==> src/rtl/b64d_pkg.sv <==
// Package for the Base64 stream decoder: shared types, constants and the
// character-to-sextet map. No dependencies.
package b64d_pkg;

  localparam logic [7:0] PadChar = 8'h3D;

  localparam logic [1:0] GrpFirst  = 2'd0;
  localparam logic [1:0] GrpSecond = 2'd1;
  localparam logic [1:0] GrpThird  = 2'd2;
  localparam logic [1:0] GrpFourth = 2'd3;

  typedef struct packed {
    logic       ok;
    logic [5:0] val;
  } sextet_t;

  typedef struct packed {
    logic [7:0] data;
    logic       has_byte;
    logic       has_end;
  } cmd_t;

  function automatic sextet_t sextet_of(input logic [7:0] c);
    sextet_t r;
    r = '0;
    if (c >= 8'h41 && c <= 8'h5A) begin
      r.ok  = 1'b1;
      r.val = 6'(c - 8'h41);
    end else if (c >= 8'h61 && c <= 8'h7A) begin
      r.ok  = 1'b1;
      r.val = 6'(c - 8'h61 + 8'd26);
    end else if (c >= 8'h30 && c <= 8'h39) begin
      r.ok  = 1'b1;
      r.val = 6'(c - 8'h30 + 8'd52);
    end else if (c == 8'h2B) begin
      r.ok  = 1'b1;
      r.val = 6'd62;
    end else if (c == 8'h2F) begin
      r.ok  = 1'b1;
      r.val = 6'd63;
    end
    return r;
  endfunction

endpackage

==> src/rtl/b64d_if.sv <==
// Stream channel interfaces for the Base64 decoder: character input and
// decoded result output. No dependencies.
interface b64d_in_if;
  logic       valid;
  logic       ready;
  logic [7:0] in_char;
  logic       final_char;

  modport source (output valid, in_char, final_char, input ready);
  modport sink (input valid, in_char, final_char, output ready);
endinterface

interface b64d_out_if;
  logic       valid;
  logic       ready;
  logic [7:0] out_byte;
  logic       byte_valid;
  logic       run_last;
  logic       stream_end;

  modport source (output valid, out_byte, byte_valid, run_last, stream_end, input ready);
  modport sink (input valid, out_byte, byte_valid, run_last, stream_end, output ready);
endinterface

==> src/rtl/base64_stream_decoder_core.sv <==
// Base64 stream decoder, top level: one character per item in, decoded bytes out.
// A result passes the command queue and the output register before it is offered.
// Throughput: one character per cycle while the queue has room, set by the front
// end; a final character completing a byte yields the byte, then an end marker.
// Reset: asynchronous; clears group state, queue pointers, output valid and phase.
// Depends on b64d_pkg, b64d_if, b64d_front, b64d_queue, b64d_back.
module base64_stream_decoder_core #(
  parameter int QueueDepth = 4
) (
  input  logic       clk_i,
  input  logic       rst_ni,
  b64d_in_if.sink    in_i,
  b64d_out_if.source out_o
);
  import b64d_pkg::*;

  logic push_valid, push_ready, pop_valid, pop_ready;
  cmd_t push_cmd, pop_cmd;

  b64d_front u_front (
    .clk_i        (clk_i),
    .rst_ni       (rst_ni),
    .in_i         (in_i),
    .push_ready_i (push_ready),
    .push_valid_o (push_valid),
    .push_cmd_o   (push_cmd)
  );

  b64d_queue #(
    .Depth (QueueDepth)
  ) u_queue (
    .clk_i        (clk_i),
    .rst_ni       (rst_ni),
    .push_valid_i (push_valid),
    .push_ready_o (push_ready),
    .push_cmd_i   (push_cmd),
    .pop_valid_o  (pop_valid),
    .pop_ready_i  (pop_ready),
    .pop_cmd_o    (pop_cmd)
  );

  b64d_back u_back (
    .clk_i       (clk_i),
    .rst_ni      (rst_ni),
    .pop_valid_i (pop_valid),
    .pop_ready_o (pop_ready),
    .pop_cmd_i   (pop_cmd),
    .out_o       (out_o)
  );

endmodule

==> src/rtl/b64d_front.sv <==
// Front end: accepts characters, tracks the group state and builds at most one
// command per character. Depends on b64d_pkg and b64d_in_if.
module b64d_front (
  input  logic              clk_i,
  input  logic              rst_ni,
  b64d_in_if.sink           in_i,
  input  logic              push_ready_i,
  output logic              push_valid_o,
  output b64d_pkg::cmd_t    push_cmd_o
);
  import b64d_pkg::*;

  logic [1:0] pos_q, pos_d;
  logic [5:0] s0_q, s0_d, s1_q, s1_d, s2_q, s2_d;
  logic       stop_q, stop_d;
  logic       accept;
  logic       is_pad;
  sextet_t    sx;
  cmd_t       cmd;

  assign in_i.ready = push_ready_i;
  assign accept     = in_i.valid & push_ready_i;
  assign sx         = sextet_of(in_i.in_char);
  assign is_pad     = (in_i.in_char == PadChar);

  always_comb begin
    pos_d  = pos_q;
    s0_d   = s0_q;
    s1_d   = s1_q;
    s2_d   = s2_q;
    stop_d = stop_q;
    cmd    = '0;
    if (!stop_q) begin
      case (pos_q)
        GrpFirst: begin
          if (!sx.ok) begin
            stop_d = 1'b1;
          end else begin
            s0_d  = sx.val;
            pos_d = GrpSecond;
          end
        end
        GrpSecond: begin
          if (!sx.ok) begin
            stop_d = 1'b1;
          end else begin
            s1_d         = sx.val;
            cmd.has_byte = 1'b1;
            cmd.data     = {s0_q, sx.val[5:4]};
            pos_d        = GrpThird;
          end
        end
        GrpThird: begin
          if (is_pad) begin
            s2_d = '0;
          end else begin
            s2_d         = sx.val;
            cmd.has_byte = 1'b1;
            cmd.data     = {s1_q[3:0], sx.val[5:2]};
          end
          pos_d = GrpFourth;
        end
        default: begin
          if (!is_pad) begin
            cmd.has_byte = 1'b1;
            cmd.data     = {s2_q[1:0], sx.val};
          end
          pos_d = GrpFirst;
        end
      endcase
    end
    if (in_i.final_char) begin
      cmd.has_end = 1'b1;
      pos_d       = GrpFirst;
      s0_d        = '0;
      s1_d        = '0;
      s2_d        = '0;
      stop_d      = 1'b0;
    end
  end

  always_ff @(posedge clk_i or negedge rst_ni) begin
    if (!rst_ni) begin
      pos_q  <= GrpFirst;
      s0_q   <= '0;
      s1_q   <= '0;
      s2_q   <= '0;
      stop_q <= 1'b0;
    end else if (accept) begin
      pos_q  <= pos_d;
      s0_q   <= s0_d;
      s1_q   <= s1_d;
      s2_q   <= s2_d;
      stop_q <= stop_d;
    end
  end

  assign push_valid_o = accept & (cmd.has_byte | cmd.has_end);
  assign push_cmd_o   = cmd;

endmodule

==> src/rtl/b64d_queue.sv <==
// Short command queue between front and back ends.
// Depends on b64d_pkg.
module b64d_queue #(
  parameter int Depth = 4
) (
  input  logic           clk_i,
  input  logic           rst_ni,
  input  logic           push_valid_i,
  output logic           push_ready_o,
  input  b64d_pkg::cmd_t push_cmd_i,
  output logic           pop_valid_o,
  input  logic           pop_ready_i,
  output b64d_pkg::cmd_t pop_cmd_o
);
  import b64d_pkg::*;

  localparam int PtrW = (Depth > 1) ? $clog2(Depth) : 1;
  localparam int CntW = $clog2(Depth + 1);
  localparam logic [PtrW-1:0] LastPtr = PtrW'(Depth - 1);
  localparam logic [CntW-1:0] Full    = CntW'(Depth);

  cmd_t            mem_q [Depth];
  logic [PtrW-1:0] wr_q, wr_d, rd_q, rd_d;
  logic [CntW-1:0] cnt_q, cnt_d;
  logic            push, pop;

  assign push_ready_o = (cnt_q != Full);
  assign pop_valid_o  = (cnt_q != '0);
  assign push         = push_valid_i & push_ready_o;
  assign pop          = pop_valid_o & pop_ready_i;
  assign pop_cmd_o    = mem_q[rd_q];

  always_comb begin
    wr_d  = push ? ((wr_q == LastPtr) ? '0 : wr_q + 1'b1) : wr_q;
    rd_d  = pop ? ((rd_q == LastPtr) ? '0 : rd_q + 1'b1) : rd_q;
    cnt_d = cnt_q + CntW'(push) - CntW'(pop);
  end

  always_ff @(posedge clk_i or negedge rst_ni) begin
    if (!rst_ni) begin
      wr_q  <= '0;
      rd_q  <= '0;
      cnt_q <= '0;
    end else begin
      wr_q  <= wr_d;
      rd_q  <= rd_d;
      cnt_q <= cnt_d;
    end
  end

  always_ff @(posedge clk_i) begin
    if (push) begin
      mem_q[wr_q] <= push_cmd_i;
    end
  end

endmodule

==> src/rtl/b64d_back.sv <==
// Back end: expands queued commands into result items through an output
// register. Depends on b64d_pkg and b64d_out_if.
module b64d_back (
  input  logic           clk_i,
  input  logic           rst_ni,
  input  logic           pop_valid_i,
  output logic           pop_ready_o,
  input  b64d_pkg::cmd_t pop_cmd_i,
  b64d_out_if.source     out_o
);
  import b64d_pkg::*;

  logic       vld_q, vld_d;
  logic       phase_q, phase_d;
  logic [7:0] byte_q, byte_d;
  logic       bval_q, bval_d, last_q, last_d, end_q, end_d;
  logic       load;

  assign load = ~vld_q | out_o.ready;

  always_comb begin
    vld_d       = vld_q;
    phase_d     = phase_q;
    byte_d      = byte_q;
    bval_d      = bval_q;
    last_d      = last_q;
    end_d       = end_q;
    pop_ready_o = 1'b0;
    if (load) begin
      vld_d = pop_valid_i;
      if (pop_valid_i) begin
        if (pop_cmd_i.has_byte && !phase_q) begin
          byte_d      = pop_cmd_i.data;
          bval_d      = 1'b1;
          last_d      = ~pop_cmd_i.has_end;
          end_d       = 1'b0;
          phase_d     = pop_cmd_i.has_end;
          pop_ready_o = ~pop_cmd_i.has_end;
        end else begin
          byte_d      = '0;
          bval_d      = 1'b0;
          last_d      = 1'b1;
          end_d       = 1'b1;
          phase_d     = 1'b0;
          pop_ready_o = 1'b1;
        end
      end
    end
  end

  always_ff @(posedge clk_i or negedge rst_ni) begin
    if (!rst_ni) begin
      vld_q   <= 1'b0;
      phase_q <= 1'b0;
    end else begin
      vld_q   <= vld_d;
      phase_q <= phase_d;
    end
  end

  always_ff @(posedge clk_i) begin
    byte_q <= byte_d;
    bval_q <= bval_d;
    last_q <= last_d;
    end_q  <= end_d;
  end

  assign out_o.valid      = vld_q;
  assign out_o.out_byte   = byte_q;
  assign out_o.byte_valid = bval_q;
  assign out_o.run_last   = last_q;
  assign out_o.stream_end = end_q;

`ifndef SYNTHESIS
  a_phase_head : assert property (@(posedge clk_i) disable iff (!rst_ni)
    phase_q |-> (pop_valid_i && pop_cmd_i.has_byte && pop_cmd_i.has_end))
    else $error("split phase without a two-result head");
  a_end_is_last : assert property (@(posedge clk_i) disable iff (!rst_ni)
    (vld_q && end_q) |-> (last_q && !bval_q))
    else $error("end marker malformed");
  a_phase_next_end : assert property (@(posedge clk_i) disable iff (!rst_ni)
    (phase_q && load) |=> (vld_q && end_q && !phase_q))
    else $error("end marker not sent after split byte");
`endif

endmodule

==> src/flat_wrapper.sv <==
// flat-port wrapper written by rule: the top's interface ports become plain ports
module base64_stream_decoder_core_flat import b64d_pkg::*;
#(
  parameter int QueueDepth = 4
)
  (clk_i, rst_ni, in_i_valid, in_i_in_char, in_i_final_char, in_i_ready, out_o_valid, out_o_out_byte, out_o_byte_valid, out_o_run_last, out_o_stream_end, out_o_ready);
  b64d_in_if in_i_i ();
  b64d_out_if out_o_i ();
  input  logic clk_i;
  input  logic rst_ni;
  input wire logic [$bits(in_i_i.valid)-1:0] in_i_valid;
  input wire logic [$bits(in_i_i.in_char)-1:0] in_i_in_char;
  input wire logic [$bits(in_i_i.final_char)-1:0] in_i_final_char;
  output wire logic [$bits(in_i_i.ready)-1:0] in_i_ready;
  output wire logic [$bits(out_o_i.valid)-1:0] out_o_valid;
  output wire logic [$bits(out_o_i.out_byte)-1:0] out_o_out_byte;
  output wire logic [$bits(out_o_i.byte_valid)-1:0] out_o_byte_valid;
  output wire logic [$bits(out_o_i.run_last)-1:0] out_o_run_last;
  output wire logic [$bits(out_o_i.stream_end)-1:0] out_o_stream_end;
  input wire logic [$bits(out_o_i.ready)-1:0] out_o_ready;
  assign in_i_i.valid = in_i_valid;
  assign in_i_i.in_char = in_i_in_char;
  assign in_i_i.final_char = in_i_final_char;
  assign in_i_ready = in_i_i.ready;
  assign out_o_valid = out_o_i.valid;
  assign out_o_out_byte = out_o_i.out_byte;
  assign out_o_byte_valid = out_o_i.byte_valid;
  assign out_o_run_last = out_o_i.run_last;
  assign out_o_stream_end = out_o_i.stream_end;
  assign out_o_i.ready = out_o_ready;
  base64_stream_decoder_core #(.QueueDepth(QueueDepth)) u_core (.clk_i(clk_i), .rst_ni(rst_ni), .in_i(in_i_i), .out_o(out_o_i));
endmodule
==> config.mk <==
export PLATFORM = sky130hd
export DESIGN_NAME = base64_stream_decoder_core_flat
export DESIGN_NICKNAME = d
export VERILOG_FILES = /design/src/rtl/b64d_pkg.sv /design/src/rtl/b64d_if.sv /design/src/rtl/base64_stream_decoder_core.sv /design/src/rtl/b64d_front.sv /design/src/rtl/b64d_queue.sv /design/src/rtl/b64d_back.sv /design/src/flat_wrapper.sv
export SDC_FILE = /design/constraint.sdc
export NUM_CORES = 1
export LEC_CHECK = 0
export ABC_AREA = 1
export BUFFER_PORTS_ARGS = -buffer_cell sky130_fd_sc_hd__buf_2
export CORE_MARGIN = 1
export CORE_UTILIZATION = 46
export CTS_CLUSTER_SIZE = 30
export DETAILED_ROUTE_END_ITERATION = 10
export GPL_TIMING_DRIVEN = 0
export PLACE_DENSITY = 0.73
export SLEW_MARGIN = 20
export SYNTH_ARGS = -nofsm -noshare
export SYNTH_HDL_FRONTEND = slang
export SYNTH_SLANG_ARGS = --single-unit
==> constraint.sdc <==
create_clock -name clk_i -period 4.39 [get_ports clk_i]
set_input_delay 0.2195 -clock clk_i [delete_from_list [all_inputs] [get_ports clk_i]]
set_output_delay 0.2195 -clock clk_i [all_outputs]
set_load 0.05 [all_outputs]
==> impl_metrics.py, run 1 <==
metrics = {
    "worst_setup_path": {
        "arrival_ps": 3200,
        "crit_required_ps": 4630,
        "cp_max_fo": 10,
        "cp-start-kind": "flop",
        "path_class": "reg -> reg",
        "endpoint_kind": "flop",
    },
    "die": {
        "initial_core_util": 0.485,
        "fp-row-count": 33,
        "dieArea_um2": 9230,
        "die_w_um": 96.1,
        "die_y_um": 96.1,
        "core_um2": 8380,
        "ioPinCount": 26,
    },
    "placement": {
        "dp_worst_setup_slack_ps": 1390,
        "portBuffers": 23,
        "dp_hpwl_um": 5900,
        "place_congestion": 0.898,
        "placed_area_um2": 4320,
    },
    "routing": {
        "vias": 3015,
        "dr.pass1.iters": 4,
        "vias_per_cell": 5.13,
        "detail-route-antenna-nets": 0,
        "wire_per_inst_um": 13.8,
        "drt_first_iter_violations": 219,
        "wl_um": 8140,
        "route.detailed.drc": 0,
    },
    "logic_synthesis": {
        "syn_area_um2": 4070,
        "synthAdderAreaFrac": 0.0633,
        "synth_compound_area_frac": 0.113,
        "synthMuxAreaShare": 0,
        "synth_nets": 476,
        "synthFlopType": "edfxtp_1",
        "netlist_instances": 443,
        "ys_seq_area_frac": 0.524,
        "avgSynthCellArea_um2": 9.18,
        "yosys_warnings": 0,
        "ys_types": 39,
        "synth_edf_count": 51,
        "synth_xor_area_frac": 0.0129,
        "synth_top_family_by_area": "simple AND/OR/NAND/NOR gates",
        "synth-simple-area-share": 0.231,
        "synth-seq-cells": 75,
        "async_flop_share": 0.320,
    },
    "cts": {
        "clk_latency_ps": 350,
        "cts_tree": "yes",
        "postCtsHoldBufs": 1,
        "h-tree-depth": 3,
        "postCtsSetupBuffers": 0,
        "clockRootBuffer": "clkbuf_8",
        "cts_resized": 0,
        "clock-sinks": 75,
        "clockBufferDepth": 2,
        "path_clk_slew_ps": 80,
        "cts_buffers": 9,
    },
    "global_routing": {
        "grt.total_usage": 0.197,
        "grt_pass1_wl_um": 13400,
        "grt_max_degree": 25,
        "antenna_found_initial": 0,
        "grt_pass1_vias": 2787,
        "grt_overflow": 0,
    },
    "flow_run": {
        "maxCapViolCount": 0,
    },
    "finish": {
        "final_area_um2": 4510,
        "drive_above_1_share": 0.166,
        "syn_to_final_growth_pct": 10.8,
        "layout_common_cells": "88 x nand2_1, 57 x nor2_1, 51 x edfxtp_1",
        "mostFrequentLayoutCell": "nand2_1",
        "num_antenna_cells": 0,
        "multi_input_area_um2": 1710,
        "ff_latch_area_um2": 2130,
        "fillCellCount": 781,
        "layout.nets": 511,
    },
    "power": {
        "p_per_area_nw_per_um2": 596,
        "p_leak_nw": 1.93,
        "vdd_drop_max_mv": 0.229,
    },
    "status": {
        "run_status": "finished clean",
    },
    "timing": {
        "min_period_over_period": 0.675,
        "rsz0062_at_grt": "no",
        "fmax_mhz": 338,
        "drv_slew": 0,
        "tightest_slew_ps": 969,
        "timing.slew.headroom": 0.351,
        "whs_ps": 79.7,
        "min_period_ps": 2960,
        "finalSetupTns_ps": 0,
        "hold_viol": 0,
        "skew_ps": 12.4,
        "setup_ws_ps": 1430,
        "setup_violations": 0,
    },
    "worst_hold_path": {
        "hold_class": "in -> reg",
    },
}
## Yosys cell counts (all sizes together) (2+ instances only)
cell | count | area [um2]
nand4 | 2 | 12.5
a31oi | 2 | 12.5
inv | 42 | 160
nand3 | 35 | 185
buf | 4 | 25.0
clkinv | 3 | 11.3
nor3 | 2 | 10.0
xnor2 | 4 | 35.0
o22ai | 3 | 18.8
a21oi | 24 | 135
nand2 | 100 | 430
clkbuf | 8 | 30.0
xor2 | 2 | 17.5
dfrtp | 24 | 601
nor2 | 63 | 277
o21ai | 45 | 255
or2 | 2 | 12.5
ha | 19 | 238
a211oi | 2 | 15.0
edfxtp | 51 | 1530
## cells by family (layout without fill, tap and decap cells)
logic type / Yosys count / count (layout)
buf+inv: 57 / 97
flops: 75 / 75
simple gates: 206 / 206
xor+xnor: 6 / 6
compound gates: 79 / 79
fa+ha+maj: 20 / 20
## routing by layer
| metal | vias to the layer above | track usage | share of wire |
|---|---|---|---|
| met1 | 1393 | 0.254 | 0.46 |
| met2 | 62 | 0.322 | 0.48 |
| met4 | 0 | 0.0547 | 0.013 |
| met5 | - | 0 | 0 |
| met3 | 11 | 0.0577 | 0.046 |
| li1 | 1549 | - | - |
## where the power goes
group          total [mW]  switching [mW]  internal, mW
registers            1.10          0.0975          1.01
clock network       0.488           0.273         0.215
logic                1.09           0.779         0.315
total                2.69            1.15          1.54
## metrics by stage
step / util / cells / total power, mW
floorplan: - / 443 / 1.93
global placement: 0.515 / 571 / 2.16
detailed placement: 0.515 / 571 / 2.21
CTS: 0.538 / 588 / 2.71
global route: 0.538 / 588 / 2.90
finish: 0.538 / 588 / 2.69
## critical path: stages, from the launching register on
cell	delay (ps)
dfrtp_1	380
ha_1	170
clkbuf_1	340
clkinv_1	350
nand3_1	170
nand2_1	80
nand2_1	100
nand2_2	90
nand2_4	120
ha_1	230
inv_1	60
ha_1	140
inv_1	60
fa_1	420
xnor2_1	140
## flip-flops by register name, summed over array words and instances (netlist names), 2 cells and up
name                          flops
u_core.u_front.pos_q              2
u_core.u_queue.rd_q               2
u_core.u_front.s0_q               6
u_core.u_queue.cnt_q              3
u_core.u_front.s1_q               4
u_core.u_queue.wr_q               2
u_core.u_front.s2_q               2
u_core.u_back.out_o.out_byte      8
u_core.u_queue.mem_q             40
## area by class of cell
class | instances | share of cell area
plain buffers | 12 | 0.0122
clock buffers | 9 | 0.0275
clock inverters | 7 | 0.0130
inverters | 45 | 0.0380
multi-input cells | 311 | 0.379
flip-flops and latches | 75 | 0.473
well taps | 105 | 0.0291
repair buffers | 24 | 0.0278
## worst paths after layout
check                                   startpoint                        end  slack (ps)  depth (start not counted)
hold reg to reg             u_core.u_front.s0_q[4]     u_core.u_front.s0_q[4]         490                          2
min in group asynchronous                   rst_ni      u_core.u_back.phase_q         400                          2
hold / removal                         out_o_ready  u_core.u_back.out_o.valid          80                          2
setup reg to reg           u_core.u_front.pos_q[0]    u_core.u_queue.cnt_q[2]        1430                         14
setup / recovery           u_core.u_front.pos_q[0]    u_core.u_queue.cnt_q[2]        1430                         14
max in group asynchronous                   rst_ni     u_core.u_front.s2_q[0]        3590                          2
No activity file was read; power rests on OpenSTA's default activity.
==> run 2: changes to the inputs <==
--- a/config.mk
+++ b/config.mk
@@ -5,7 +5,7 @@
 export SDC_FILE = /design/constraint.sdc
 export NUM_CORES = 1
 export LEC_CHECK = 0
-export ABC_AREA = 1
+export ABC_AREA = 0
 export BUFFER_PORTS_ARGS = -buffer_cell sky130_fd_sc_hd__buf_2
 export CORE_MARGIN = 1
 export CORE_UTILIZATION = 46
==> constraint.sdc (replaced) <==
create_clock -name clk_i -period 3 [get_ports clk_i]
set_input_delay 0.15 -clock clk_i [delete_from_list [all_inputs] [get_ports clk_i]]
set_output_delay 0.15 -clock clk_i [all_outputs]
set_load 0.05 [all_outputs]
==> run 2 against run 1 <==
Effect of this change:
- total power grew 42%
- count of clock-buffer cells in the layout grew 2
- die area shrank 4.1%
- sequential power grew 43%
- utilization is essentially flat
- register-to-register slack lost 1200 ps
- critical path depth grew 3
- clock power grew 64%
- non-clock buffer count grew 5
- highest routed layer unchanged
==> impl_metrics.py, run 2 <==
metrics = {
    "cts": {
        "path_clk_slew_ps": 90,
        "clockBufferDepth": 2,
        "clk_latency_ps": 350,
        "h-tree-depth": 3,
        "clockRootBuffer": "clkbuf_8",
        "clock-sinks": 75,
        "cts_buffers": 9,
        "cts_tree": "yes",
    },
    "placement": {
        "portBuffers": 24,
        "dp.cells": 441,
        "dp_hpwl_um": 5480,
        "place_congestion": 0.894,
    },
    "worst_setup_path": {
        "cp_common_cell": "inv_1",
        "r2r_cells": 13,
        "crit_family": "adder cells",
        "path_buf_inv": 6,
        "crit_required_ps": 3240,
        "slowest_delay_ps": 440,
        "cp_cell_sequence": "buf_2, buf_6, inv_1, ha_2, nor2b_1, a2bb2oi_2, o21ai_2, o211ai_2, a21oi_4, inv_1, ha_1, inv_1, ha_1, inv_1, fa_1, xnor2_2, xnor2_1",
        "arrival_ps": 3090,
        "cp_max_fo": 7,
        "cp.depth": 17,
        "path_class": "in -> reg",
        "endpoint_kind": "flop",
        "cp-start-kind": "input pin",
        "cp_slowest_cell": "fa_1",
    },
    "logic_synthesis": {
        "synth-seq-cells": 75,
        "netlist.area_leader.share": 0.393,
        "yosys_warnings": 0,
        "netlist_instances": 312,
        "synth_common_cells": "51 x edfxtp_1, 24 x dfrtp_1, 21 x inv_1, 21 x nand2_1, 19 x ha_1",
        "synth_edf_count": 51,
        "syn_area_um2": 3900,
        "synth_nets": 345,
        "synthFlopType": "edfxtp_1",
        "async_flop_share": 0.320,
        "yosysMostFrequentCell": "edfxtp_1",
        "ys_seq_area_frac": 0.547,
        "synth_area_leader_cell": "edfxtp_1",
        "ys_types": 62,
        "avgSynthCellArea_um2": 12.5,
        "synth_area_leaders": "edfxtp_1 39%, dfrtp_1 15%, ha_1 6.1%",
    },
    "finish": {
        "layout.nets": 384,
        "largest_register": "u_core.u_queue.mem_q",
        "drive_above_1_share": 0.216,
        "syn_to_final_growth_pct": 13.4,
        "fillCellCount": 713,
        "layout_common_cells": "51 x edfxtp_1, 28 x buf_2, 24 x dfrtp_1",
        "num_antenna_cells": 0,
        "mostFrequentLayoutCell": "edfxtp_1",
        "stdcell_count": 461,
        "largest_reg_flops": 40,
    },
    "routing": {
        "detail-route-antenna-nets": 0,
        "route.detailed.drc": 0,
        "drt_first_iter_violations": 158,
        "vias_per_cell": 5.70,
        "wire_per_inst_um": 16.8,
        "wl_um": 7730,
        "dr.pass1.iters": 4,
        "vias": 2628,
    },
    "timing": {
        "setup_violations": 0,
        "skew_ps": 13.8,
        "whs_ps": 42.8,
        "min_period_over_period": 0.950,
        "fmax_mhz": 351,
        "finalSetupTns_ps": 0,
        "tightest_slew_ps": 688,
        "drv_slew": 0,
        "min_period_ps": 2850,
        "hold_viol": 0,
        "timing.slew.headroom": 0.539,
        "rsz0062_at_grt": "no",
    },
    "global_routing": {
        "grt_max_degree": 25,
        "antenna_found_initial": 0,
        "grt_use_met2": 0.342,
        "grt_pass1_vias": 2670,
        "grt_pass1_wl_um": 13100,
        "met3_usage": 0.0372,
        "grt.total_usage": 0.197,
        "top_usage_layer": "met2",
        "met1_usage": 0.247,
        "grt_overflow": 0,
    },
    "power": {
        "finalPower_mw": 3.81,
        "vdd_drop_max_mv": 0.327,
        "p_per_area_nw_per_um2": 861,
        "p_leak_nw": 1.75,
    },
    "die": {
        "fp-row-count": 33,
        "die_y_um": 94.0,
        "ioPinCount": 26,
        "core_um2": 8220,
        "initial_core_util": 0.474,
        "dieArea_um2": 8840,
        "die_w_um": 94.0,
    },
    "worst_hold_path": {
        "hold_class": "in -> reg",
        "min_path_cells": 1,
    },
    "status": {
        "run_status": "finished clean",
    },
    "flow_run": {
        "maxCapViolCount": 0,
    },
}
[run 2: cell types whose count changed after synthesis, sizes merged, moves of 10 or more]
cell	previous run	this run
and3	0	10
mux4	0	10
nor2	63	15
inv	42	21
o31ai	1	12
nand2	100	21
a21oi	24	14
nand3	35	6
o21ai	45	7
[run 2: cells by family (layout without fill, tap and decap cells)]
kind of cell / Yosys count / after routing / share of synthesized area
adder cells (fa/ha/maj): 20 / 20 / 0.0661
AO/OA/AOI/OAI: 66 / 66 / 0.129
flip-flops: 75 / 75 / 0.547
buffers and inverters: 34 / 78 / 0.0369
AND/OR/NAND/NOR: 93 / 93 / 0.129
XOR/XNOR: 9 / 9 / 0.0202
multiplexers: 15 / 15 / 0.0719
[run 2: metal layers]
| layer | routed length (um) | share of wire | up-vias |
|---|---|---|---|
| met3 | 309 | 0.040 | 10 |
| met1 | 3360 | 0.43 | 1294 |
| met5 | 0 | 0 | - |
| met2 | 3970 | 0.51 | 70 |
| li1 | - | - | 1254 |
| met4 | 92 | 0.012 | 0 |
[run 2: final timing paths]
path / start / end / slack [ps]
setup / recovery: in_i_in_char[2] / u_core.u_queue.cnt_q[2] / 150
hold / removal: in_i_final_char / u_core.u_queue.mem_q[3][0] / 40
setup reg to reg: u_core.u_front.pos_q[0] / u_core.u_queue.cnt_q[2] / 180
hold reg to reg: u_core.u_front.s0_q[2] / u_core.u_front.s0_q[2] / 490
max in group asynchronous: rst_ni / u_core.u_front.s0_q[5] / 2270
min in group asynchronous: rst_ni / u_core.u_front.pos_q[0] / 330
[run 2: timing repair]
action	CTS	global route
setup endpoints to repair	2	1
gates resized for setup	4	3
hold buffers	2	0
pin swaps	2	1
setup buffers	2	0
endpoints found under the hold margin	25	0
[run 2: power by group]
| part | total [mW] | leakage (nW) | switching, mW | internal [mW] |
|---|---|---|---|---|
| Combinational | 1.44 | 0.858 | 0.905 | 0.533 |
| Clock | 0.802 | 0.111 | 0.393 | 0.409 |
| Sequential | 1.57 | 0.783 | 0.134 | 1.43 |
[run 2: stage by stage]
step | setup slack, ps | instance area [um2] | utilization
finish | 150 | 4420 | 0.538
CTS | 71.1 | 4410 | 0.537
global placement | -465 | 4150 | 0.505
floorplan | 0.0597 | 3900 | -
detailed placement | -604 | 4150 | 0.505
global route | 5.81 | 4420 | 0.538
[run 2: layout make-up]
| type | instances | area, um2 | share of cell area |
|---|---|---|---|
| sequential | 75 | 2130 | 0.483 |
| multi-input combinational | 203 | 1640 | 0.371 |
| clock buffer | 11 | 174 | 0.0394 |
| timing repair buffer | 28 | 155 | 0.0351 |
| tap | 105 | 131 | 0.0297 |
| inverter | 21 | 78.8 | 0.0178 |
| buffer | 13 | 66.3 | 0.0150 |
| clock inverter | 5 | 40.0 | 0.00906 |
